File: config.mk
export PLATFORM = sky130hd
export DESIGN_NAME = seven_segment_serial_encoder_top
export DESIGN_NICKNAME = d
export VERILOG_FILES = /design/src/design/ssenc_pkg.sv /design/src/design/ssenc_front.sv /design/src/design/ssenc_fifo.sv /design/src/design/ssenc_back.sv /design/src/design/seven_segment_serial_encoder_top.sv
export SDC_FILE = /design/constraint.sdc
export NUM_CORES = 1
export LEC_CHECK = 0
export ABC_AREA = 1
export BUFFER_PORTS_ARGS = -buffer_cell sky130_fd_sc_hd__buf_2
export CAP_MARGIN = 5
export CORE_MARGIN = 4
export CORE_UTILIZATION = 40
export CTS_CLUSTER_SIZE = 10
export DETAILED_ROUTE_END_ITERATION = 16
export SETUP_SLACK_MARGIN = 0.4
export SLEW_MARGIN = 20
export SYNTH_ARGS = -nofsm -noshare
export SYNTH_HDL_FRONTEND = slang
export SYNTH_SLANG_ARGS = --single-unit
File: constraint.sdc
create_clock -name clk -period 21.7 [get_ports clk]
set_input_delay 3.255 -clock clk [delete_from_list [all_inputs] [get_ports clk]]
set_output_delay 3.255 -clock clk [all_outputs]
set_load 0.05 [all_outputs]
File: src/design/ssenc_pkg.sv
// package for the seven-segment serial encoder
// holds payload structs, the segment table and elaboration helpers; no dependencies
package ssenc_pkg;

  typedef struct packed {
    logic [9:0] value;
    logic       dot_one;
    logic       dot_two;
  } in_t;

  typedef struct packed {
    logic serial_bit;
    logic last_bit;
  } out_t;

  localparam logic [7:0] SEG_BLANK = 8'hFF;
  localparam logic [7:0] SEG_DOT   = 8'hFE;
  localparam int         BYTE_BITS = 8;
  localparam int         MAX_POS   = 3;

  // active-low segment pattern of one decimal digit
  function automatic logic [7:0] seg_of(input logic [3:0] d);
    logic [7:0] s;
    case (d)
      4'd0:    s = 8'h03;
      4'd1:    s = 8'h9F;
      4'd2:    s = 8'h25;
      4'd3:    s = 8'h0D;
      4'd4:    s = 8'h99;
      4'd5:    s = 8'h49;
      4'd6:    s = 8'h41;
      4'd7:    s = 8'h1F;
      4'd8:    s = 8'h01;
      4'd9:    s = 8'h09;
      default: s = SEG_BLANK;
    endcase
    return s;
  endfunction

  // 10 to the n, used only at elaboration
  function automatic int pow10(input int n);
    int r;
    r = 1;
    for (int i = 0; i < n; i++) begin
      r = r * 10;
    end
    return r;
  endfunction

endpackage

File: src/design/ssenc_front.sv
// front end: holds the always-on-dot register, saturates the value,
// splits it into digits and builds the frame of segment bytes; uses ssenc_pkg
module ssenc_front import ssenc_pkg::*; #(
  parameter int DIGIT_COUNT = 3
) (
  input  logic                         clk,
  input  logic                         rst,
  input  logic                         cfg_we,
  input  logic                         cfg_wdata,
  input  in_t                          in_data,
  output logic [8*DIGIT_COUNT-1:0]     frame
);

  localparam logic [9:0] LIMIT = 10'(pow10(DIGIT_COUNT) - 1);

  logic        dot_always;
  logic [9:0]  val;
  logic [15:0] h_prod;
  logic [3:0]  hund;
  logic [9:0]  h100;
  logic [6:0]  rem;
  logic [13:0] t_prod;
  logic [3:0]  tens;
  logic [3:0]  units;
  logic [3:0]  digit [MAX_POS];
  logic        lit   [MAX_POS];
  logic [7:0]  byte_v [MAX_POS];
  logic        dot_pos;

  always_ff @(posedge clk) begin
    if (rst) begin
      dot_always <= 1'b0;
    end else if (cfg_we) begin
      dot_always <= cfg_wdata;
    end
  end

  always_comb begin
    val    = (in_data.value > LIMIT) ? LIMIT : in_data.value;
    // divide by 100 and by 10 through reciprocal multiplies, exact below 1000
    h_prod = 16'(val) * 16'd41;
    hund   = h_prod[15:12];
    h100   = 10'(hund) * 10'd100;
    rem    = 7'(val - h100);
    t_prod = 14'(rem) * 14'd103;
    tens   = t_prod[13:10];
    units  = 4'(rem - 7'(7'(tens) * 7'd10));
    digit[0] = units;
    digit[1] = tens;
    digit[2] = hund;
    // leading zeros stay blank
    lit[0] = (val != 10'd0);
    lit[1] = (val >= 10'd10);
    lit[2] = (val >= 10'd100);
    dot_pos = in_data.dot_two;

    for (int p = 0; p < MAX_POS; p++) begin
      byte_v[p] = (p == 1 && dot_always) ? SEG_DOT : SEG_BLANK;
      if (!in_data.dot_one && !in_data.dot_two) begin
        if (lit[p]) begin
          byte_v[p] = seg_of(digit[p]);
        end
      end else if (val == 10'd0) begin
        byte_v[p] = SEG_BLANK;
      end else if (val == 10'd1) begin
        byte_v[p] = (p == int'(dot_pos)) ? SEG_DOT : SEG_BLANK;
      end
    end

    // first bit sent sits at bit 0: top position first, each byte lsb first
    for (int k = 0; k < DIGIT_COUNT; k++) begin
      frame[BYTE_BITS*k +: BYTE_BITS] = byte_v[DIGIT_COUNT-1-k];
    end
  end

endmodule

File: src/design/ssenc_fifo.sv
// small register queue of frames between front and back
// no dependencies
module ssenc_fifo #(
  parameter int WIDTH = 24,
  parameter int DEPTH = 2
) (
  input  logic             clk,
  input  logic             rst,
  input  logic             push,
  input  logic [WIDTH-1:0] wdata,
  output logic             full,
  input  logic             pop,
  output logic [WIDTH-1:0] rdata,
  output logic             empty
);

  localparam int AW = (DEPTH > 1) ? $clog2(DEPTH) : 1;
  localparam int CW = $clog2(DEPTH + 1);

  logic [WIDTH-1:0] mem [DEPTH];
  logic [AW-1:0]    wr_ptr;
  logic [AW-1:0]    rd_ptr;
  logic [CW-1:0]    count;
  logic             do_push;
  logic             do_pop;

  assign full    = (count == CW'(DEPTH));
  assign empty   = (count == '0);
  assign do_push = push && !full;
  assign do_pop  = pop && !empty;
  assign rdata   = mem[rd_ptr];

  always_ff @(posedge clk) begin
    if (do_push) begin
      mem[wr_ptr] <= wdata;
    end
  end

  always_ff @(posedge clk) begin
    if (rst) begin
      wr_ptr <= '0;
      rd_ptr <= '0;
      count  <= '0;
    end else begin
      if (do_push) begin
        wr_ptr <= (wr_ptr == AW'(DEPTH - 1)) ? '0 : wr_ptr + 1'b1;
      end
      if (do_pop) begin
        rd_ptr <= (rd_ptr == AW'(DEPTH - 1)) ? '0 : rd_ptr + 1'b1;
      end
      if (do_push && !do_pop) begin
        count <= count + 1'b1;
      end else if (do_pop && !do_push) begin
        count <= count - 1'b1;
      end
    end
  end

endmodule

File: src/design/ssenc_back.sv
// back end: shifts one frame out a bit per beat and flags the last bit
// uses ssenc_pkg
module ssenc_back import ssenc_pkg::*; #(
  parameter int FW = 24
) (
  input  logic          clk,
  input  logic          rst,
  input  logic          frame_valid,
  input  logic [FW-1:0] frame,
  output logic          frame_pop,
  output logic          empty,
  input  logic          pop,
  output out_t          out_data
);

  localparam int CW = $clog2(FW);

  logic          busy;
  logic [FW-1:0] shreg;
  logic [CW-1:0] cnt;
  logic          last;
  logic          load;

  assign last      = (cnt == CW'(FW - 1));
  assign load      = frame_valid && (!busy || (pop && last));
  assign frame_pop = load;
  assign empty     = !busy;

  always_comb begin
    out_data.serial_bit = shreg[0];
    out_data.last_bit   = last;
  end

  always_ff @(posedge clk) begin
    if (rst) begin
      busy <= 1'b0;
      cnt  <= '0;
    end else if (load) begin
      busy <= 1'b1;
      cnt  <= '0;
    end else if (pop && busy) begin
      if (last) begin
        busy <= 1'b0;
      end else begin
        cnt <= cnt + 1'b1;
      end
    end
  end

  always_ff @(posedge clk) begin
    if (load) begin
      shreg <= frame;
    end else if (pop && busy) begin
      shreg <= shreg >> 1;
    end
  end

endmodule

File: src/design/seven_segment_serial_encoder_top.sv
// top level of the seven-segment serial encoder
// uses ssenc_pkg, ssenc_front, ssenc_fifo and ssenc_back
//
// usage
//   input side is a queue: drive in_data and push; a beat is taken at a
//   rising edge with push high and full low. each beat carries a value
//   (saturated to 10^DIGIT_COUNT - 1) and two dot flags.
//   result side is a queue too: while empty is low, out_data shows the next
//   serial bit for the external shift register; pop takes it. last_bit marks
//   the final bit of a frame, after which the latch should be pulsed.
//   one input beat gives 8*DIGIT_COUNT result beats (24 by default), top
//   digit position first, each byte lsb first.
//   with queue and serializer free, an accepted frame is written into the
//   queue, then loaded into the serializer; its first bit is then on out_data to pop.
//   the serializer moves one bit per pop; with a frame waiting in the queue,
//   frames run back to back with no gap.
//   a queue of QUEUE_DEPTH frames sits between front and serializer, so new
//   values are taken while a frame is still shifting out.
//   if the receiver stalls, bits hold and the queue fills; full then rises.
//   reset (rst, synchronous) empties the queue, drops any frame in flight
//   and clears the always-on-dot register.
//   cfg_we/cfg_wdata write the always-on-dot register; write only when idle.
module seven_segment_serial_encoder_top import ssenc_pkg::*; #(
  parameter int DIGIT_COUNT = 3,   // 1 to 3 digit positions
  parameter int QUEUE_DEPTH = 2    // frames buffered, 2 or more
) (
  input  logic clk,
  input  logic rst,
  input  logic cfg_we,
  input  logic cfg_wdata,
  input  in_t  in_data,
  input  logic push,
  output logic full,
  output out_t out_data,
  output logic empty,
  input  logic pop
);

  localparam int FW = 8 * DIGIT_COUNT;

  logic [FW-1:0] front_frame;
  logic [FW-1:0] q_frame;
  logic          q_empty;
  logic          q_pop;

  // classify and build segment bytes for the incoming value
  ssenc_front #(
    .DIGIT_COUNT(DIGIT_COUNT)
  ) u_front (
    .clk       (clk),
    .rst       (rst),
    .cfg_we    (cfg_we),
    .cfg_wdata (cfg_wdata),
    .in_data   (in_data),
    .frame     (front_frame)
  );

  // frame queue decouples acceptance from shifting
  ssenc_fifo #(
    .WIDTH(FW),
    .DEPTH(QUEUE_DEPTH)
  ) u_fifo (
    .clk   (clk),
    .rst   (rst),
    .push  (push),
    .wdata (front_frame),
    .full  (full),
    .pop   (q_pop),
    .rdata (q_frame),
    .empty (q_empty)
  );

  // serializer, one bit per result beat
  ssenc_back #(
    .FW(FW)
  ) u_back (
    .clk         (clk),
    .rst         (rst),
    .frame_valid (!q_empty),
    .frame       (q_frame),
    .frame_pop   (q_pop),
    .empty       (empty),
    .pop         (pop),
    .out_data    (out_data)
  );

endmodule

# Word-level counts from Yosys, hierarchy flattened
# Memory sizes are Yosys's and may differ from the RTL's. A register that Yosys moved wholly into a read port is not among the register bits.
# Cells that the tools add are included.
# W data, S select, Z words.
[word_totals]
in_bits = 18
mem_count = 4
rom_bits = 336
output_inout_bits = 4
latchBits = 0
ramBits = 48
reg_bits = 35
word_cells = 81
[memory_table]
columns = ["name", "depth", "word_bits", "rd", "rd_ports_with_merged_regs", "write_ports", "line", "text"]
rows = [
  ["(no name shown)", 16, 7, 1, 0, 0, "ssenc_pkg.sv:24", "case (d)"],
  ["(no name shown)", 16, 7, 1, 0, 0, "ssenc_pkg.sv:24", ""],
  ["(no name shown)", 16, 7, 1, 0, 0, "ssenc_pkg.sv:24", ""],
  ["u_fifo.mem", 2, 24, 1, 1, 1, "ssenc_fifo.sv:20", "logic [WIDTH-1:0] mem [DEPTH];"],
]
[classes]
div_mod_pow = 0
n_bitwise = 1
mul = 4
n_addsub = 7
n_lt_le_gt_ge = 3
n_reduce_logical = 25
n_shift = 0
eq_ne = 3
n_mux = 27
[ops]
columns = ["cell", "n"]
rows = [
  ["$mux W8", 10],
  ["$mux W24", 2],
  ["$mul A10 B6 Y16 const B", 1],
  ["$mul A7 B7 Y14 const B", 1],
  ["$mux W1", 12],
  ["$eq A10 B1 Y1 const B", 1],
  ["$ge A10 B4 Y1 const B", 1],
  ["$ge A10 B7 Y1 const B", 1],
  ["$gt A10 B10 Y1 const B", 1],
  ["$logic_not A10 Y1", 1],
  ["$mux W10", 1],
  ["$reduce_bool A10 Y1", 1],
  ["$logic_and A1 B1 Y1", 8],
  ["$logic_not A1 Y1", 7],
  ["$sub A7 B7 Y7", 1],
  ["$reduce_bool A2 Y1", 3],
  ["$add A5 B1 Y5 const B", 1],
  ["$eq A5 B5 Y1 const B", 1],
  ["$mul A4 B5 Y5 const B", 1],
  ["$mul A4 B3 Y3 const B", 1],
  ["$mux W2", 2],
  ["$reduce_and A2 Y1", 2],
  ["$sub A4 B4 Y4", 1],
  ["$add A1 B1 Y1 const B", 2],
  ["other kinds (7)", 7],
]

# Longest topological paths before layout
# An unclocked memory read counts as a cell.
[depth]
ltp_word = 11
depth_mapped = 52
depth_no_buf = 52

# Modules after synthesis
# A second synthesis with hierarchy kept.
[unflattened]
cells_unflattened = 696
hier_area_um2 = 6401.1
[by_module_without_submodules]
columns = ["module", "cells_each", "n_inst", "seq_area_each_um2", "area_per_inst_um2"]
rows = [
  ["ssenc_front", 424, 1, 20.0, 2864.0],
  ["ssenc_fifo", 112, 1, 1541.5, 2090.8],
  ["ssenc_back", 159, 1, 840.8, 1442.6],
  ["seven_segment_serial_encoder_top", 1, 1, 0.0, 3.8],
]

# Worst setup path before layout
# No wires, ideal clock.
[synth_timing]
path_kind = "input-to-reg"
startpoint = "input port in_data[6] (netlist bit)"
endpoint = "memory u_fifo.mem[0][17], data pin"
t_required_ps = 21423
slack_ps = 10537
setup_time_ps = 277
stages = 47
arrival_time_ps = 10886
cell_sequence = "nor2_1 -> nor2_2 -> nand2_2 -> inv_1 -> nor2_1 -> inv_1 -> ha_1 -> inv_1 -> fa_1 -> inv_1 -> ha_1 -> ha_1 -> nand3_1 -> nor2_1 -> nand3_1 -> nand2_1 -> nand2_1 -> nand2_1 -> (+11 left out) -> inv_1 -> fa_1 -> inv_1 -> fa_1 -> ha_1 -> ha_1 -> a21oi_1 -> nor2_1 -> nor2_1 -> nand2_1 -> nand2_1 -> nand2_1 -> ha_1 -> fa_1 -> xor2_1 -> nand3_1 -> nand3_1 -> nand4_1"
[synth_between]
elab_chain_len = 11
[synth_rtl]
columns = ["element", "line", "text"]
rows = [
  ["from (decl)", "seven_segment_serial_encoder_top.sv:31", "input in_t in_data,"],
  ["$gt A10 B10 Y1", "ssenc_front.sv:39", "val = (in_data.value > LIMIT) ? LIMIT : in_data.value;"],
  ["$mux W10 (*)", "ssenc_front.sv:39", ""],
  ["$mul A10 B6 Y16", "ssenc_front.sv:41", "h_prod = 16'(val) * 16'd41;"],
  ["$mul A4 B5 Y5", "ssenc_front.sv:43", "h100 = 10'(hund) * 10'd100;"],
  ["$sub A7 B7 Y7", "ssenc_front.sv:44", "rem = 7'(val - h100);"],
  ["$mul A7 B7 Y14", "ssenc_front.sv:45", "t_prod = 14'(rem) * 14'd103;"],
  ["$mul A4 B3 Y3", "ssenc_front.sv:47", "units = 4'(rem - 7'(7'(tens) * 7'd10));"],
  ["$sub A4 B4 Y4", "ssenc_front.sv:47", ""],
  ["$mem_v2 Z16 W7", "--", ""],
  ["$mux W8", "ssenc_front.sv:60", "if (lit[p]) begin"],
  ["$mux W8 (*)", "ssenc_front.sv:59", "if (!in_data.dot_one && !in_data.dot_two) begin"],
  ["via front_frame[17]", "seven_segment_serial_encoder_top.sv:41", "logic [FW-1:0] front_frame;"],
  ["to (decl)", "ssenc_fifo.sv:20", ""],
]
# Mark *: on every way through the listed nets, which the timed path passes. The rest lies on a longest branch.

# Worst setup path after layout
[layout_timing]
startpoint = "input port in_data[5] (netlist bit)"
endpoint = "memory u_fifo.mem[0][20], data pin"
# Same word-level chain as after synthesis.

==> metrics.txt <==
# TYPE chip_impl_metric gauge
chip_impl_metric{name="synthesis.area_per_instance",unit="sq um"} 8.66
chip_impl_metric{name="final_hpwl_dp",unit="mm"} 9.13
chip_impl_metric{name="drt.antenna.violating_nets",unit=""} 0
chip_impl_info{name="cts_tree",value="built"} 1
chip_impl_info{name="holdCritPathClass",value="flip-flop to flip-flop"} 1
chip_impl_metric{name="max_slew_margin",unit="%"} 40.4
chip_impl_metric{name="netlist_area",unit="sq um"} 6030
chip_impl_metric{name="finalSetupViolCount",unit=""} 0
chip_impl_info{name="clock_tree.root_cell",value="clkbuf_16"} 1
chip_impl_metric{name="syn_to_final_growth",unit="%"} 10.2
chip_impl_metric{name="initialDrtViolationCount",unit=""} 205
chip_impl_metric{name="cts_made_buffers",unit=""} 9
chip_impl_metric{name="drt_drc_violations_left",unit=""} 0
chip_impl_metric{name="die-area",unit="sq um"} 17100
chip_impl_metric{name="clk_pin_slew_worst_paths",unit="ns"} 0.06
chip_impl_metric{name="drt-vias-per-instance",unit=""} 5.02
chip_impl_metric{name="timing.final.crit_share",unit="%"} 54.8
chip_impl_metric{name="slew_viol_final",unit=""} 0
chip_impl_metric{name="cts-hold-fix-buffers",unit=""} 0
chip_impl_metric{name="critPathRequiredTime",unit="ns"} 21.75
chip_impl_info{name="critical_path.slowest_cell",value="fa_1"} 1
chip_impl_info{name="timing_worst_setup_path_type",value="primary input to flip-flop"} 1
chip_impl_metric{name="design.portCount",unit=""} 22
chip_impl_metric{name="cap_violations",unit=""} 0
chip_impl_metric{name="gr-usage-all-layers",unit="%"} 14.3
chip_impl_metric{name="sequential_to_total_area_share_from_yosys_stat",unit="%"} 38.8
chip_impl_metric{name="post_route_cells_drive_above_1_share",unit="%"} 9.71
chip_impl_metric{name="ys_ff_latch",unit=""} 82
chip_impl_metric{name="path_max_fanout",unit=""} 8
chip_impl_metric{name="die-width",unit="um"} 131
chip_impl_metric{name="antenna_found_initial",unit=""} 0
chip_impl_metric{name="die_y",unit="um"} 131
chip_impl_info{name="rsz0062_at_grt",value="false"} 1
chip_impl_info{name="synth_top_cells_by_area",value="edfxtp_1 (35%), ha_1 (17%), nand2_1 (11%)"} 1
chip_impl_metric{name="finalWeightedCongestion",unit=""} 0.879
chip_impl_metric{name="grt_remaining_overflow",unit=""} 0
chip_impl_info{name="cpMostUsedCell",value="nand2_1"} 1
chip_impl_metric{name="maxClockFrequency",unit="GHz"} 0.0841
chip_impl_metric{name="period_minus_slack",unit="ns"} 11.88
chip_impl_metric{name="setup_tns",unit="ns"} 0
chip_impl_metric{name="drt-wirelength-per-cell",unit="um"} 12.8
chip_impl_metric{name="clkSinkCount",unit=""} 82
chip_impl_metric{name="yosys_warnings",unit=""} 0
chip_impl_metric{name="rows",unit=""} 44
chip_impl_info{name="start_kind",value="primary input"} 1
chip_impl_metric{name="worst_path_largest_cell_delay",unit="ns"} 0.68
chip_impl_metric{name="clock_tree.htree_level_count",unit=""} 3
chip_impl_metric{name="grt_pass1_wl",unit="mm"} 19.6
chip_impl_metric{name="synthesis.nets",unit=""} 813
chip_impl_metric{name="numPortBuffers",unit=""} 21
chip_impl_metric{name="num_antenna_cells",unit=""} 0
chip_impl_metric{name="drt-total-wl",unit="mm"} 11.6
chip_impl_metric{name="grt_pass1_vias",unit=""} 4418
chip_impl_metric{name="longest_clk_path_bufs",unit=""} 2
chip_impl_metric{name="post_cts.repair.setup_buffers",unit=""} 0
chip_impl_metric{name="synthDominantCellAreaShare",unit="%"} 34.8
chip_impl_metric{name="final_nets",unit=""} 832
chip_impl_metric{name="postCtsResizedCells",unit=""} 0
chip_impl_info{name="timing.critical_path.to_type",value="flip-flop"} 1
chip_impl_info{name="outcome",value="finished clean"} 1
chip_impl_metric{name="cp_data_arrival_time",unit="ns"} 11.94
chip_impl_metric{name="timing.clock.skew",unit="ns"} 0.00472
chip_impl_metric{name="gate_count_after_technology_mapping",unit=""} 697
chip_impl_metric{name="max_slew.worst_pin.slew",unit="ns"} 0.892
chip_impl_metric{name="netlist-cell-type-count",unit=""} 35
chip_impl_metric{name="clock_latency_on_the_worst_skew_pair",unit="ns"} 0.33
chip_impl_info{name="synthDominantAreaCellType",value="edfxtp_1"} 1
chip_impl_metric{name="placeableCoreArea",unit="sq um"} 14600
chip_impl_metric{name="final_hold_viol_count",unit=""} 0
chip_impl_metric{name="dr_total_vias",unit=""} 4545
chip_impl_metric{name="grt_start_max_net_pins",unit=""} 32
chip_impl_metric{name="drtPass1Iterations",unit=""} 4
chip_impl_metric{name="initial_core_util",unit="%"} 41.2
[placed cells by master (no fill, tap or decap), types with 4 or more instances in the layout]
master | netlist | routed
nand2_1 | 177 | 176
inv_1 | 104 | 104
ha_1 | 84 | 84
edfxtp_1 | 70 | 70
nor2_1 | 59 | 57
nand3_1 | 38 | 38
a21oi_1 | 25 | 25
a31oi_1 | 23 | 23
buf_2 | 4 | 21
o21ai_0 | 16 | 16
fa_1 | 14 | 14
dfxtp_1 | 12 | 12
nand2_2 | 9 | 10
clkbuf_16 | 0 | 9
xor2_1 | 6 | 6
o21ai_1 | 6 | 6
nand4_1 | 6 | 6
nor2_2 | 2 | 4
nand3_2 | 4 | 4
[area by class of cell]
cell class,instances,area (sq um)
Inverter,106,398
Clock buffer,10,239
Fill cell,1432,8000
Clock inverter,6,88.8
Tap cell,184,230
Multi-Input combinational cell,493,3220
Sequential cell,82,2340
Timing Repair Buffer,24,128
[Yosys cell counts]
| master | instances |
|---|---|
| dfxtp_1 | 12 |
| buf_4 | 4 |
| nand3_1 | 38 |
| xor2_1 | 6 |
| xnor2_1 | 2 |
| or2_2 | 2 |
| nand3b_1 | 2 |
| a31o_2 | 1 |
| buf_2 | 4 |
| a21boi_4 | 1 |
| nand4_1 | 6 |
| nand3_2 | 4 |
| nand4_2 | 1 |
| edfxtp_1 | 70 |
| nor3_2 | 2 |
| a31oi_1 | 23 |
| o211ai_1 | 3 |
| xnor2_2 | 2 |
| nor2_1 | 59 |
| nand2_1 | 177 |
| o21ai_0 | 16 |
| fa_1 | 14 |
| nor2_2 | 2 |
| o21a_1 | 3 |
| nor3_1 | 2 |
| a21oi_1 | 25 |
| nor3b_1 | 1 |
| nand2_2 | 9 |
| clkbuf_1 | 8 |
| inv_1 | 104 |
| inv_2 | 2 |
| a21oi_4 | 1 |
| o21ai_1 | 6 |
| o2111a_1 | 1 |
| ha_1 | 84 |
[metal layers]
metal	up-vias	wire length (um)	GRT usage, %
li1	2354	-	-
met1	2104	5610	18.6
met2	71	5390	24.2
met3	16	391	2.28
met4	0	177	4.78
met5	-	0	0
[through the flow]
| step | setup WS (ns) | hold WS [ns] | std cells | cell area, sq um | utilization (%) |
|---|---|---|---|---|---|
| 2_1_floorplan | 10.54 | 0.457 | 697 | 6030 | - |
| 3_3_place_gp | 9.82 | 0.470 | 889 | 6320 | 43.1 |
| 3_5_place_dp | 9.50 | 0.483 | 889 | 6320 | 43.1 |
| 4_1_cts | 9.83 | 0.498 | 905 | 6640 | 45.4 |
| 5_1_grt | 9.11 | 0.513 | 905 | 6650 | 45.4 |
| 6_report | 9.82 | 0.494 | 905 | 6650 | 45.4 |
[registers in the layout, indices dropped and copies added, names as in the netlist, named ones only]
name	cells
u_fifo.mem	46
u_back.shreg	24
u_back.cnt	5
u_fifo.count	2
u_back.busy	1
u_fifo.rd_ptr	1
u_fifo.wr_ptr	1
u_front.dot_always	1
[logic make-up after synthesis]
kind of cell | share of synthesized area [%]
compound gates | 7.94
xor+xnor | 1.70
fa+ha+maj | 22.1
buf+inv | 7.92
flops | 38.8
simple gates | 21.5
[worst paths after layout]
kind	depth (start not counted)	to	startpoint	slack (ns)
worst max-delay path	49	u_fifo.mem[0][20]	in_data[5]	9.82
worst min-delay path	1	flip-flop	u_fifo.rd_ptr	0.49
worst max register to register	10	u_back.shreg[8]	u_back.cnt[0]	19.28
worst min register to register	1	flip-flop	u_fifo.rd_ptr	0.49
[critical path: cells and delay by family]
kind | cells | cell delay [ns]
adder cells (fa/ha/maj) | 13 | 4.84
AND/OR/NAND/NOR | 24 | 2.44
buffers and inverters | 10 | 0.89
AO/OA/AOI/OAI | 2 | 0.49
Power is left out: the tool's default activity adds up to more than one toggle a clock period on the data nets, which glitch-free logic cannot reach.
